--- src/hw/rtl/jfhs_pkg.sv ---
package jfhs_pkg;

    localparam int BYTE_COUNT_BITS = 32;
    localparam int CFG_BITS        = 32;
    localparam int CMP_BITS        = 64;

    localparam logic [CFG_BITS-1:0] MAX_FILE_BYTES_RESET = 32'd67108864;

    localparam logic [7:0] MARK_FILL  = 8'hFF;
    localparam logic [7:0] MARK_SOI   = 8'hD8;
    localparam logic [7:0] MARK_EOI   = 8'hD9;
    localparam logic [7:0] MARK_SOS   = 8'hDA;
    localparam logic [7:0] MARK_TEM   = 8'h01;
    localparam logic [7:0] MARK_RST0  = 8'hD0;
    localparam logic [7:0] MARK_RST7  = 8'hD7;
    localparam logic [7:0] MARK_SOF0  = 8'hC0;
    localparam logic [7:0] MARK_SOF1  = 8'hC1;
    localparam logic [7:0] MARK_SOF2  = 8'hC2;

    localparam logic [15:0] SEG_LEN_MIN      = 16'd2;
    localparam logic [15:0] SOF_LEN_MIN      = 16'd11;
    localparam logic [15:0] SOF_LEN_FULL     = 16'd17;
    localparam logic [7:0]  COMPONENTS_RGB   = 8'd3;
    localparam logic [CMP_BITS-1:0] FILE_MIN = 64'd4;

    // Byte positions inside the frame header body
    localparam logic [3:0] OFS_HEIGHT_HI = 4'd1;
    localparam logic [3:0] OFS_HEIGHT_LO = 4'd2;
    localparam logic [3:0] OFS_WIDTH_HI  = 4'd3;
    localparam logic [3:0] OFS_WIDTH_LO  = 4'd4;
    localparam logic [3:0] OFS_COMPS     = 4'd5;
    localparam logic [3:0] OFS_SAMPLING  = 4'd7;
    localparam logic [3:0] OFS_LAST      = 4'd8;

    typedef enum logic [9:0] {
        PH_SOI0       = 10'b00_0000_0001,
        PH_SOI1       = 10'b00_0000_0010,
        PH_SCAN       = 10'b00_0000_0100,
        PH_FILL       = 10'b00_0000_1000,
        PH_LEN_HI     = 10'b00_0001_0000,
        PH_LEN_LO     = 10'b00_0010_0000,
        PH_SKIP       = 10'b00_0100_0000,
        PH_SOF_LEN_HI = 10'b00_1000_0000,
        PH_SOF_LEN_LO = 10'b01_0000_0000,
        PH_SOF_BODY   = 10'b10_0000_0000
    } phase_t;

    typedef enum logic [2:0] {
        V_UNDECIDED = 3'b001,
        V_FAIL      = 3'b010,
        V_PASS      = 3'b100
    } verdict_t;

    typedef struct packed {
        logic [7:0] data_byte;
        logic       last_byte;
    } in_item_t;

    typedef struct packed {
        logic        found;
        logic [15:0] image_height;
        logic [15:0] image_width;
        logic [7:0]  subsampling;
    } out_item_t;

endpackage

--- src/hw/rtl/jpeg_frame_header_scanner.sv ---
// JPEG frame header scanner.
// Feed a file one byte per item on the s_ channel, with last_byte set on the
// final byte. The block checks the SOI marker, walks the marker segments and
// captures height, width and the first sampling byte from the first SOF0/1/2
// header of length 11 or more. Exactly one result item leaves on the m_ channel
// per file, for the item that carries last_byte; found is 0 and all other
// fields are zero when the file is rejected. Other bytes produce no result.
// Throughput: one byte per cycle. An accepted item is held in the input
// register and scanned from there; the result of a final byte is registered
// in the output register and then valid on m_. The limit is the one-step marker
// state update done per byte. max_file_bytes is written on the cfg_ channel
// (always ready); the user must write it only while the block is idle, and
// the block does not enforce this. Reset loads 64 MiB, clears all scan state
// and empties both registers. When the receiver stalls, the result waits in
// the output register; non-final bytes keep flowing, and the final byte of
// the next file waits in the input register until the pending result is taken.
module jpeg_frame_header_scanner (
    input  logic                          aclk,
    input  logic                          aresetn,
    input  logic                          s_valid,
    output logic                          s_ready,
    input  jfhs_pkg::in_item_t            s_data,
    output logic                          m_valid,
    input  logic                          m_ready,
    output jfhs_pkg::out_item_t           m_data,
    input  logic                          cfg_valid,
    output logic                          cfg_ready,
    input  logic [jfhs_pkg::CFG_BITS-1:0] cfg_data
);
    import jfhs_pkg::*;

    in_item_t            in_reg;
    logic                in_valid_reg, in_valid_next;
    out_item_t           out_reg;
    logic                m_valid_reg, m_valid_next;
    logic [CFG_BITS-1:0] max_bytes_reg;
    out_item_t           result;
    logic                out_free;
    logic                step;
    logic                s_take;

    assign out_free  = !m_valid_reg || m_ready;
    // a non-final byte never needs the output slot
    assign step      = in_valid_reg && (out_free || !in_reg.last_byte);
    assign s_ready   = !in_valid_reg || step;
    assign s_take    = s_valid && s_ready;
    assign cfg_ready = 1'b1;
    assign m_valid   = m_valid_reg;
    assign m_data    = out_reg;

    jfhs_parser u_parser (
        .aclk           (aclk),
        .aresetn        (aresetn),
        .step           (step),
        .item           (in_reg),
        .max_file_bytes (max_bytes_reg),
        .result         (result)
    );

    always_comb begin
        in_valid_next = in_valid_reg;
        if (s_take)    in_valid_next = 1'b1;
        else if (step) in_valid_next = 1'b0;

        m_valid_next = m_valid_reg;
        if (step && in_reg.last_byte) m_valid_next = 1'b1;
        else if (m_ready)             m_valid_next = 1'b0;
    end

    always_ff @(posedge aclk) begin
        if (!aresetn) begin
            in_valid_reg  <= 1'b0;
            m_valid_reg   <= 1'b0;
            max_bytes_reg <= MAX_FILE_BYTES_RESET;
        end else begin
            in_valid_reg <= in_valid_next;
            m_valid_reg  <= m_valid_next;
            if (cfg_valid && cfg_ready) max_bytes_reg <= cfg_data;
        end
    end

    always_ff @(posedge aclk) begin
        if (s_take) in_reg <= s_data;
        if (step && in_reg.last_byte) out_reg <= result;
    end

endmodule

--- src/hw/rtl/jfhs_parser.sv ---
module jfhs_parser (
    input  logic                         aclk,
    input  logic                         aresetn,
    input  logic                         step,
    input  jfhs_pkg::in_item_t           item,
    input  logic [jfhs_pkg::CFG_BITS-1:0] max_file_bytes,
    output jfhs_pkg::out_item_t          result
);
    import jfhs_pkg::*;

    phase_t                     phase_reg, phase_next;
    verdict_t                   verdict_reg, verdict_next;
    logic [BYTE_COUNT_BITS-1:0] count_reg, count_next;
    logic [15:0]                remain_reg, remain_next;
    logic [7:0]                 len_hi_reg, len_hi_next;
    logic [3:0]                 offset_reg, offset_next;
    logic [15:0]                height_reg, height_next;
    logic [15:0]                width_reg, width_next;
    logic                       comps_ok_reg, comps_ok_next;
    logic [7:0]                 sampling_reg, sampling_next;
    logic                       sof_long_reg, sof_long_next;

    logic [7:0]  b;
    logic [15:0] seg_len;
    logic [15:0] remain_dec;
    logic        pass;

    assign b          = item.data_byte;
    assign seg_len    = {len_hi_reg, b};
    assign remain_dec = remain_reg - 16'd1;

    always_comb begin
        phase_next    = phase_reg;
        verdict_next  = verdict_reg;
        remain_next   = remain_reg;
        len_hi_next   = len_hi_reg;
        offset_next   = offset_reg;
        height_next   = height_reg;
        width_next    = width_reg;
        comps_ok_next = comps_ok_reg;
        sampling_next = sampling_reg;
        sof_long_next = sof_long_reg;

        // saturate the file length at all ones
        count_next = (&count_reg) ? count_reg : count_reg + 1'b1;

        if (verdict_reg == V_UNDECIDED) begin
            unique case (phase_reg)
                PH_SOI0: begin
                    if (b == MARK_FILL) phase_next = PH_SOI1;
                    else                verdict_next = V_FAIL;
                end
                PH_SOI1: begin
                    if (b == MARK_SOI) phase_next = PH_SCAN;
                    else               verdict_next = V_FAIL;
                end
                PH_SCAN: begin
                    if (b == MARK_FILL) phase_next = PH_FILL;
                end
                PH_FILL: begin
                    priority if (b == MARK_FILL) begin
                        phase_next = PH_FILL;
                    end else if (b == MARK_EOI || b == MARK_SOS) begin
                        verdict_next = V_FAIL;
                    end else if (b == MARK_TEM || (b >= MARK_RST0 && b <= MARK_RST7)) begin
                        phase_next = PH_SCAN;
                    end else if (b == MARK_SOF0 || b == MARK_SOF1 || b == MARK_SOF2) begin
                        phase_next = PH_SOF_LEN_HI;
                    end else begin
                        phase_next = PH_LEN_HI;
                    end
                end
                PH_LEN_HI: begin
                    len_hi_next = b;
                    phase_next  = PH_LEN_LO;
                end
                PH_SOF_LEN_HI: begin
                    len_hi_next = b;
                    phase_next  = PH_SOF_LEN_LO;
                end
                PH_LEN_LO, PH_SOF_LEN_LO: begin
                    if (seg_len < SEG_LEN_MIN) begin
                        verdict_next = V_FAIL;
                    end else begin
                        remain_next = seg_len - SEG_LEN_MIN;
                        if (phase_reg == PH_SOF_LEN_LO && seg_len >= SOF_LEN_MIN) begin
                            sof_long_next = (seg_len >= SOF_LEN_FULL);
                            offset_next   = '0;
                            phase_next    = PH_SOF_BODY;
                        end else if (seg_len == SEG_LEN_MIN) begin
                            phase_next = PH_SCAN;
                        end else begin
                            phase_next = PH_SKIP;
                        end
                    end
                end
                PH_SKIP: begin
                    remain_next = remain_dec;
                    if (remain_dec == '0) phase_next = PH_SCAN;
                end
                PH_SOF_BODY: begin
                    unique case (offset_reg)
                        OFS_HEIGHT_HI: height_next   = {b, 8'h00};
                        OFS_HEIGHT_LO: height_next   = {height_reg[15:8], b};
                        OFS_WIDTH_HI:  width_next    = {b, 8'h00};
                        OFS_WIDTH_LO:  width_next    = {width_reg[15:8], b};
                        OFS_COMPS:     comps_ok_next = (b == COMPONENTS_RGB);
                        OFS_SAMPLING:  sampling_next = b;
                        default: ;
                    endcase
                    if (offset_reg < OFS_LAST) offset_next = offset_reg + 4'd1;
                    remain_next = remain_dec;
                    // decide on the last body byte, with this byte already taken
                    if (remain_dec == '0) begin
                        if (comps_ok_next && sof_long_reg &&
                            height_next != '0 && width_next != '0)
                            verdict_next = V_PASS;
                        else
                            verdict_next = V_FAIL;
                    end
                end
                default: verdict_next = V_FAIL;
            endcase
        end
    end

    assign pass = (verdict_next == V_PASS) &&
                  (CMP_BITS'(count_next) >= FILE_MIN) &&
                  (CMP_BITS'(count_next) <= CMP_BITS'(max_file_bytes));

    always_comb begin
        result.found        = pass;
        result.image_height = pass ? height_next   : '0;
        result.image_width  = pass ? width_next    : '0;
        result.subsampling  = pass ? sampling_next : '0;
    end

    always_ff @(posedge aclk) begin
        if (!aresetn || (step && item.last_byte)) begin
            // end of file: start over for the next one
            phase_reg    <= PH_SOI0;
            verdict_reg  <= V_UNDECIDED;
            count_reg    <= '0;
            remain_reg   <= '0;
            len_hi_reg   <= '0;
            offset_reg   <= '0;
            height_reg   <= '0;
            width_reg    <= '0;
            comps_ok_reg <= 1'b0;
            sampling_reg <= '0;
            sof_long_reg <= 1'b0;
        end else if (step) begin
            phase_reg    <= phase_next;
            verdict_reg  <= verdict_next;
            count_reg    <= count_next;
            remain_reg   <= remain_next;
            len_hi_reg   <= len_hi_next;
            offset_reg   <= offset_next;
            height_reg   <= height_next;
            width_reg    <= width_next;
            comps_ok_reg <= comps_ok_next;
            sampling_reg <= sampling_next;
            sof_long_reg <= sof_long_next;
        end
    end

endmodule

--- config.mk ---
export PLATFORM = sky130hd
export DESIGN_NAME = jpeg_frame_header_scanner
export DESIGN_NICKNAME = d
export VERILOG_FILES = /design/src/hw/rtl/jfhs_pkg.sv /design/src/hw/rtl/jpeg_frame_header_scanner.sv /design/src/hw/rtl/jfhs_parser.sv
export SDC_FILE = /design/constraint.sdc
export NUM_CORES = 1
export LEC_CHECK = 0
export ABC_AREA = 1
export BUFFER_PORTS_ARGS = -buffer_cell sky130_fd_sc_hd__buf_2
export CORE_MARGIN = 10
export CORE_UTILIZATION = 51
export CTS_CLUSTER_SIZE = 14
export DETAILED_ROUTE_END_ITERATION = 8
export GPL_TIMING_DRIVEN = 1
export PLACE_DENSITY_LB_ADDON = 0.3
export SYNTH_ARGS = -nofsm -noshare
export SYNTH_HDL_FRONTEND = slang
export SYNTH_SLANG_ARGS = --single-unit
export TNS_END_PERCENT = 50
--- constraint.sdc ---
create_clock -name aclk -period 3.9 [get_ports aclk]
set_clock_uncertainty 0.2 [all_clocks]
set_input_delay 0.39 -clock aclk [delete_from_list [all_inputs] [get_ports aclk]]
set_output_delay 0.39 -clock aclk [all_outputs]
set_load 0.005 [all_outputs]
After elaboration in Yosys (flattened, before gate mapping):

Cells that the tools add are included.

* flip-flop bits (word level): 199
* input port bits: 46
* word-level logic and storage cells: 158

* $add $sub $neg: 4
* $lt $le $gt $ge: 8
* equality and inequality tests: 36
* mux-type cells: 48
* bitwise logic cells: 1
* reductions and logical operators: 41

Operators by type and width (count)
* $mux 16: 9
* $pmux 16 s2: 3
* $mux 10: 9
* $pmux 10 s8: 1
* $eq 8x8->1 const B: 7
* $add 32x1->32 const B: 1
* $ge 32x3->1 const B: 1
* $le 32x32->1: 1
* $mux 32: 1
* $mux 8: 4
* $reduce_and 32->1: 1
* $reduce_bool 16->1: 2
* $mux 3: 8
* $pmux 3 s6: 1
* $eq 16x2->1 const B: 1
* $ge 16x4->1 const B: 1
* $ge 16x5->1 const B: 1
* $logic_not 16->1: 1
* $lt 16x2->1 const B: 1
* $sub 16x1->16 const B: 1
* $sub 16x2->16 const B: 1
* $eq 4x3->1 const B: 3
* $mux 4: 3
* $ne 2x1->1 const B: 6
* other kinds (38): 70

Longest topological paths before layout:

Gate-level depths: netlist (run 1).

* depth after elaboration: 14
* gate-level depth with buffers: 25
* depth with buffers taken out: 24

By module:

A second synthesis (run 1) with hierarchy kept.

* cell total of the unflattened synthesis: 1781
* area total of the unflattened synthesis: 11870.1 um^2

Modules (own cells, without submodules)
* jfhs_parser: instances 1, cells an instance 1572, area an instance 9153.8 um^2, sequential area each 2302.2 um^2
* jpeg_frame_header_scanner: instances 1, cells an instance 209, area an instance 2716.4 um^2, sequential area each 2182.1 um^2

Worst setup path after synthesis (run 1):

OpenSTA, ideal clock, no wires.

* kind: flip-flop to flip-flop
* start: reg u_parser.count_reg[0]
* end: reg out_reg, in the netlist m_data[33], data pin
* library setup time: 0.135 ns
* arrival: 3.292 ns
* required time: 3.565 ns
* setup slack: 0.272 ns
* cell stages (with the launch flop): 22
* buffers on the path: 3
* period minus slack after synthesis: 3.628 ns
* path through: dfxtp_1 -> ha_1 -> nand2_1 -> inv_1 -> nand2_1 -> inv_1 -> nand2_1 -> nor2_2 -> nand2_2 -> buf_2 -> buf_1 -> nand2_1 -> ha_1 -> nand2_1 -> nor2_1 -> nand4_1 -> nor4_1 -> nand4_1 -> a21oi_1 -> nand4_4 -> buf_6 -> nor2_2

* cells in the longest elaborated chain, start to end: 5

RTL lines
* start: declaration: line jfhs_parser.sv:13 `logic [BYTE_COUNT_BITS-1:0] count_reg, count_next;`
* start signal: assignment: line jfhs_parser.sv:155 `count_reg <= count_next;`
* $add 32x1->32 / $reduce_and 32->1 (equally long branches): line jfhs_parser.sv:45 `count_next = (&count_reg) ? count_reg : count_reg + 1'b1;`
* $mux 32 (*): line jfhs_parser.sv:45
* via u_parser.count_next[31]: line jfhs_parser.sv:13
* $ge 32x3->1: line jfhs_parser.sv:128 `(CMP_BITS'(count_next) >= FILE_MIN) &&`
* $logic_and 1x1->1: line jfhs_parser.sv:127 `assign pass = (verdict_next == V_PASS) &&`
* $logic_and 1x1->1 (*): line jfhs_parser.sv:128
* end signal: assignment: line jpeg_frame_header_scanner.sv:84 `if (step && in_reg.last_byte) out_reg <= result;`
* end: declaration: line jpeg_frame_header_scanner.sv:34 `out_item_t out_reg;`

The timed path passes the listed nets; every way through them passes the cells marked *.
A chain may end at the register's enable or synchronous reset.

Worst setup path after layout (run 1):

* start: reg u_parser.count_reg[8]
* end: reg out_reg, in the netlist m_data[7], data pin

Same word-level chain as after synthesis.

==> results.md, run 1 <==
* Status: finished clean
* Endpoint type of the worst setup path: register
* GPL Wtd Cong at 0.942
* Register area share after synthesis at 0.379
* Design Power at 5.51 mW
* Slowest stage delay, CP at approximately 410 ps
* Fillers at around 2.1k
* Unique masters post-synth at 42
* CTS tree: built
* Clk_lat worst skew at about 450 ps
* Total clock sinks at 199
* Main area contributors after synthesis: dfxtp_1 (25%), edfxtp_1 (13%), nand2_1 (10%), o21ai_0 (7.7%), inv_1 (7.5%)
* 1st-pass router iterations at 6
* Final net count at approximately 1.9k
* Fmax at 274 MHz
* Crit path kind: register to register
* Min cycle time layout at between 3000 and 4000 ps
* Initial antenna violation count at 0
* DP HPWL at 23600 um
* Most used cell, CP: nand2_1
* Row count at 55
* Reg2reg setup slack at approximately 260 ps
* Simple-Gate Fraction of Synth Area at 0.273
* Cells after synthesis at around 1.7k
* CTS buffer count at 17
* Routed WL at 31800 um
* DRT iter0 DRCs at 797
* Top-area cell type share of the netlist area at 0.252
* R2R Path Start: u_parser.count_reg[8]
* Seq cells post-synth at 199
* Worst path buffer plus inverter count at 2
* VDD IR-drop max at 0.275 mV
* Hold Crit Start: cfg_data[9]
* Port Buffer Count at 88
* Clk slew on worst S/H paths at 80 ps
* Die Y at about 170 um
* Mean routed wirelength per cell at between 15 and 20 um
* Share of cells above drive strength 1 at 0.129
* Main flop type after synthesis: dfxtp_1
* Max Cap Violations at 0
* Vias in the first global route at 10.6k
* Io pins at 90
* Final Non-Filler Cells at a little over 2k
* Vias per cell at approximately 5.4
* Yosys top cell by area: dfxtp_1
* H-tree depth at 4
* Synth async-reset ratio at 0
* Least-Margin Pin Slew at 982 ps
* Crit path max fanout at 41
* Pins over their slew limit at 0
* Placed insts at 2027
* Synth Area in XOR/XNOR at 0.0237
* Syn_area_per_cell at between 7 and 8 sq um
* Slowest CP cell: dfxtp_1
* Slew headroom at 0.342
* Adder-Cell Fraction of Synth Area at 0.0434
* Initial core utilization at 0.521
* CP arrival at 3740 ps
* Grt total ovfl at 0
* Crit path launch: u_parser.count_reg[8]
* Die Wd at 172 um
* Die footprint at 29700 sq um
* Mux cell area share after synthesis at 0.0161
* Largest family of logic cells by synthesized area: simple AND/OR/NAND/NOR gates
* DR vias at around 11k
* Number of synthesized flops with an enable pin at 50
* Ant. Diodes at 0
* Hold/Removal Path Class: input port to register
* Max FFs per register at 41
* Core Box Area at about 23000 sq um
* Gr usage total at 0.218
* Most common cell after layout, fill and taps aside: nand2_1
* Most frequent cells in the layout: nand2_1 (327), inv_1 (235), nor2_1 (208)
* Final hold vios at 0
* Synth Area in Compound Gates at 0.165
* Final cycle utilization of the critical path at 0.934
* Syn. warnings at 0
* CTS root buffer: clkbuf_16
* Cell area after synthesis at between 10000 and 15000 sq um
* Setup violators final at 0
* Worst path top cell family by delay: simple AND/OR/NAND/NOR gates
* Drc violations at 0
* Cell leakage power at ~6 nW
* Largest net degree at the start of global routing at 56
* Startpoint Class: register
* First-pass GRT wire length at 52300 um
* WP data required at around 4000 ps
* Clock Path Buffers at 2
* PD cells at 414 nW/um^2
* CP Cell Sequence: nand2_1, nor2_1, nand2_1, nor2_4, nand2_1, xor2_1, nand2_1, ha_1, nand2_1, nor2_1, nand4_1, nor4_1, buf_4, nand4_1, a21oi_2, nand4_4, buf_12, nor2_1
* Syn Nets at 1776
* Area delta synth->final at 12.4%
* ANT nets after route at 0
[power breakdown]
| group | total [mW] | switching (mW) | internal, mW |
|---|---|---|---|
| combinational | 1.41 | 0.918 | 0.491 |
| sequential | 2.34 | 0.112 | 2.22 |
| clock | 1.76 | 0.902 | 0.858 |
[cell usage after synthesis, types with 29 or more instances]
cell type    n
ha_1        41
o21ai_0    182
nand2_1    328
inv_1      235
a21oi_1    122
nor2_2      45
dfxtp_1    149
a211oi_1    29
nor2_1     210
edfxtp_1    50
clkbuf_1    37
nand3_1     66
xor2_1      30
[stage by stage]
| stage | TNS [ps] | worst slack [ps] | hold WS (ps) | util | instance area (sq um) |
|---|---|---|---|---|---|
| 4_1_cts | 0 | 74.9 | 5.09 | 0.583 | 13200 |
| 5_1_grt | -33.9 | -28.7 | 37.3 | 0.585 | 13300 |
| 2_1_floorplan | 0 | 272 | 235 | - | 11800 |
| 3_5_place_dp | 0 | 125 | 255 | 0.552 | 12500 |
| 6_report | 0 | 257 | 14.7 | 0.585 | 13300 |
| 3_3_place_gp | 0 | 197 | 248 | 0.552 | 12500 |
[repair_timing]
action	4_1_cts	5_1_grt
hold buffers	12	0
setup buffers	0	3
endpoints found under the setup margin	0	41
endpoints found under the hold margin	11	0
gates resized for setup	0	8
[worst paths after layout]
| path | end | cells after the start |
|---|---|---|
| min | max_bytes_reg[9] | 3 |
| min reg2reg | u_parser.width_reg[1] | 2 |
| max reg2reg | m_data[7] | 18 |
| max | m_data[7] | 18 |
[layer usage]
layer  vias up  global-route usage  routed length [um]
met5         -                   0                   0
met3        66              0.0374                1820
met2       347               0.373               15200
met4         0              0.0750                 901
met1      5066               0.270               13900
li1       5686                   -                   -
[cells by family (layout without fill, tap and decap cells)]
logic type,count (synthesis),in the layout
AND/OR/NAND/NOR,733,733
buffers and inverters,301,401
multiplexers,19,19
other,1,1
flip-flops,199,199
AO/OA/AOI/OAI,363,363
XOR/XNOR,32,32
adder cells (fa/ha/maj),41,41
[worst register-to-register path, delay by kind of cell (launching register included)]
family | cells | cell delay [ps]
XOR/XNOR | 1 | 170
AND/OR/NAND/NOR | 13 | 1810
adder cells (fa/ha/maj) | 1 | 310
AO/OA/AOI/OAI | 1 | 240
flip-flops | 1 | 410
buffers and inverters | 2 | 370
[cell type report]
cell class / instances / area (sq um) / share of cell area
multi-input cells: 1189 / 6190 / 0.465
well taps: 285 / 357 / 0.0268
clock inverters: 15 / 161 / 0.0121
flip-flops and latches: 199 / 4490 / 0.337
inverters: 245 / 920 / 0.0692
clock buffers: 17 / 425 / 0.0320
repair buffers: 124 / 757 / 0.0569
(Power assumes the default switching activity.)
==> inputs of run 2 (changes only) <==
Settings changed: CORE_MARGIN 10 to 2.
==> results.md, run 2 (synthesized netlist as in run 1, its figures left out) <==
* Worst path top cell family by delay: simple AND/OR/NAND/NOR gates
* Status: finished clean
* Mean routed wirelength per cell at 15.5 um (+1.1%)
* DR vias at 11.3k (+1.3%)
* Cell leakage power at 6.07 nW (+2.5%)
* Crit path kind: register to register
* WHS Endpoint: in_valid_reg
* Setup violators final at 0 (unchanged)
* Io pins at 90 (unchanged)
* Combinational power share at 0.255 (about the same)
* Crit path max fanout at 8 (-80%)
* Grt total ovfl at 0 (unchanged)
* Most frequent cells in the layout: nand2_1 (321), inv_1 (234), nor2_1 (199)
* Setup ws final at 179 ps (-77.4 ps)
* R2r endpoint: m_data[27]
* Fmax at 269 MHz (-2.1%)
* Most common cell after layout, fill and taps aside: nand2_1
* Internal power at 3.66 mW (+2.4%)
* Drc violations at 0 (unchanged)
* Total clock sinks at 199 (unchanged)
* VDD IR-drop max at 0.227 mV (-18%)
* Hold path depth at 3 (unchanged)
* Largest net degree at the start of global routing at 66 (+18%)
* Register share of total power at 0.415 (-0.009)
* Final hold vios at 0 (unchanged)
* First-pass GRT wire length at 50600 um (-3.3%)
* Slew headroom at 0.341 (-0.000416)
* Routed WL at 32300 um (+1.6%)
* CTS root buffer: clkbuf_16
* ANT nets after route at 0 (unchanged)
* Gr usage total at 0.258 (+0.0397)
* CP arrival at 3820 ps (+80 ps)
* Die footprint at 24400 sq um (-18%)
* Die Wd at 156 um (-9.3%)
* Startpoint Class: register
* Pins over their slew limit at 0 (unchanged)
* Post-layout util at 0.602 (+0.0169)
* Placed inst area at 12500 sq um (about the same)
* Core Box Area at 22700 sq um (unchanged)
* Clock power share at 0.331 (+0.011)
* DRT iter0 DRCs at 897 (+13%)
* Pre-CTS setup slack at 122 ps (-2.73 ps)
* R2R Path Start: u_parser.count_reg[1]
* H-tree depth at 4 (unchanged)
* WP data required at 4000 ps (about the same)
* CP Cell Sequence: ha_2, nand2_2, inv_2, nand2_1, inv_1, nand2_2, nor2_4, nand2_4, buf_12, buf_12, nand2_1, ha_1, a21oi_1, nor2_1, a211oi_1, a21oi_1, nor2_1, nand2_1, a21oi_2, nand4_4, buf_12, nor2_2
* Clock Path Buffers at 2 (unchanged)
* Reg2reg setup slack at 180 ps (-80 ps)
* Initial core utilization at 0.521 (unchanged)
* Port Buffer Count at 88 (unchanged)
* Max FFs per register at 41 (unchanged)
* Slowest CP cell: dfxtp_4
* Hold WS at 5.38 ps (-9.31 ps)
* CTS buffer count at 17 (unchanged)
* NetSw at 1.98 mW (+2.7%)
* TNS Setup at 0 ps (unchanged)
* Vias per cell at 5.43 (+0.90%)
* Worst path buffer plus inverter count at 5 (+3)
* Fin area at 13700 sq um (+2.9%)
* Endpoint type of the worst setup path: register
* Final cycle utilization of the critical path at 0.954 (+0.0198)
* Vias in the first global route at 10.3k (-3.0%)
* DP HPWL at 22600 um (-4.2%)
* Initial antenna violation count at 0 (unchanged)
* Slowest stage delay, CP at 370 ps (-40 ps)
* Row count at 55 (unchanged)
* Share of cells above drive strength 1 at 0.155 (+0.0261)
* Clk slew on worst S/H paths at 80 ps (about the same)
* GPL Wtd Cong at 0.947 (+0.53%)
* 1st-pass router iterations at 6 (unchanged)
* Ant. Diodes at 0 (unchanged)
* Hold Crit Start: s_valid
* Design Power at 5.64 mW (+2.5%)
* Final Non-Filler Cells at 2083 (+0.43%)
* Clk_lat worst skew at 450 ps (about the same)
* Hold/Removal Path Class: input port to register
* PD cells at 413 nW/um^2 (-0.36%)
* CTS tree: built
* R2r worst-path depth at 22 (+4)
* Area delta synth->final at 15.7%
* Placed insts at 2028 (+0.049%)
* Least-Margin Pin Slew at 983 ps (+0.620 ps)
* Die Y at 156 um (-9.3%)
* Min cycle time layout at 3720 ps (+77.4 ps)
* Switching power share of the total at 0.352 (+0.000582)
* Max Cap Violations at 0 (unchanged)
* Final net count at 1872 (+0.48%)
run 2: cell types whose count changed in the layout (fill, tap and decap cells not counted), sizes merged:
cell and change:
buf +4, bufinv +1, clkbuf +4, dlygate4sd3 +1, inv -1
run 2: worst max-delay path by stage:
stage	startpoint	to	slack, ps	depth (start not counted)
global route	u_parser.count_reg[1]	m_data[19]	-10	21
detailed placement	u_parser.count_reg[1]	m_data[7]	120	20
floorplan	u_parser.count_reg[0]	m_data[33]	270	21
global placement	u_parser.count_reg[1]	m_data[7]	120	20
CTS	u_parser.count_reg[1]	m_data[27]	110	20
finish	u_parser.count_reg[1]	m_data[27]	180	22
run 2: worst reg2reg max path: cells and delay by family (launching register included):
| kind | cells | cell delay [ps] |
|---|---|---|
| AND/OR/NAND/NOR | 11 | 1170 |
| adder cells (fa/ha/maj) | 2 | 440 |
| buffers and inverters | 5 | 710 |
| AO/OA/AOI/OAI | 4 | 690 |
| flip-flops | 1 | 370 |
run 2: area by class of cell:
type,count,area (sq um)
fillers,2060,9030
well taps,285,357
multi-input cells,1189,6320
clock buffers,17,425
inverters,245,920
flip-flops and latches,199,4500
repair buffers,133,945
clock inverters,15,206
run 2: power groups by stage:
stage                     clock, mW  sequential [mW]  combinational (mW)
final                          1.87             2.34                1.44
after global placement            0             2.38                1.37
after floorplan                   0             2.35                1.08
after CTS                      1.88             2.33                1.40
after global routing           1.95             2.36                1.61
after detailed placement          0             2.38                1.38
run 2: metal layers:
metal / track usage / part of all wire / vias up
li1: - / - / 5700
met2: 0.451 / 0.48 / 345
met1: 0.324 / 0.44 / 5192
met3: 0.0354 / 0.051 / 77
met4: 0.0922 / 0.032 / 0
met5: 0 / 0 / -
run 2: what timing repair did:
item                                   4_1_cts  5_1_grt
resized for setup                            0       61
hold buffers                                13        0
endpoints found under the hold margin       11        0
buffers inserted                             0        3
setup endpoints to repair                    0       41
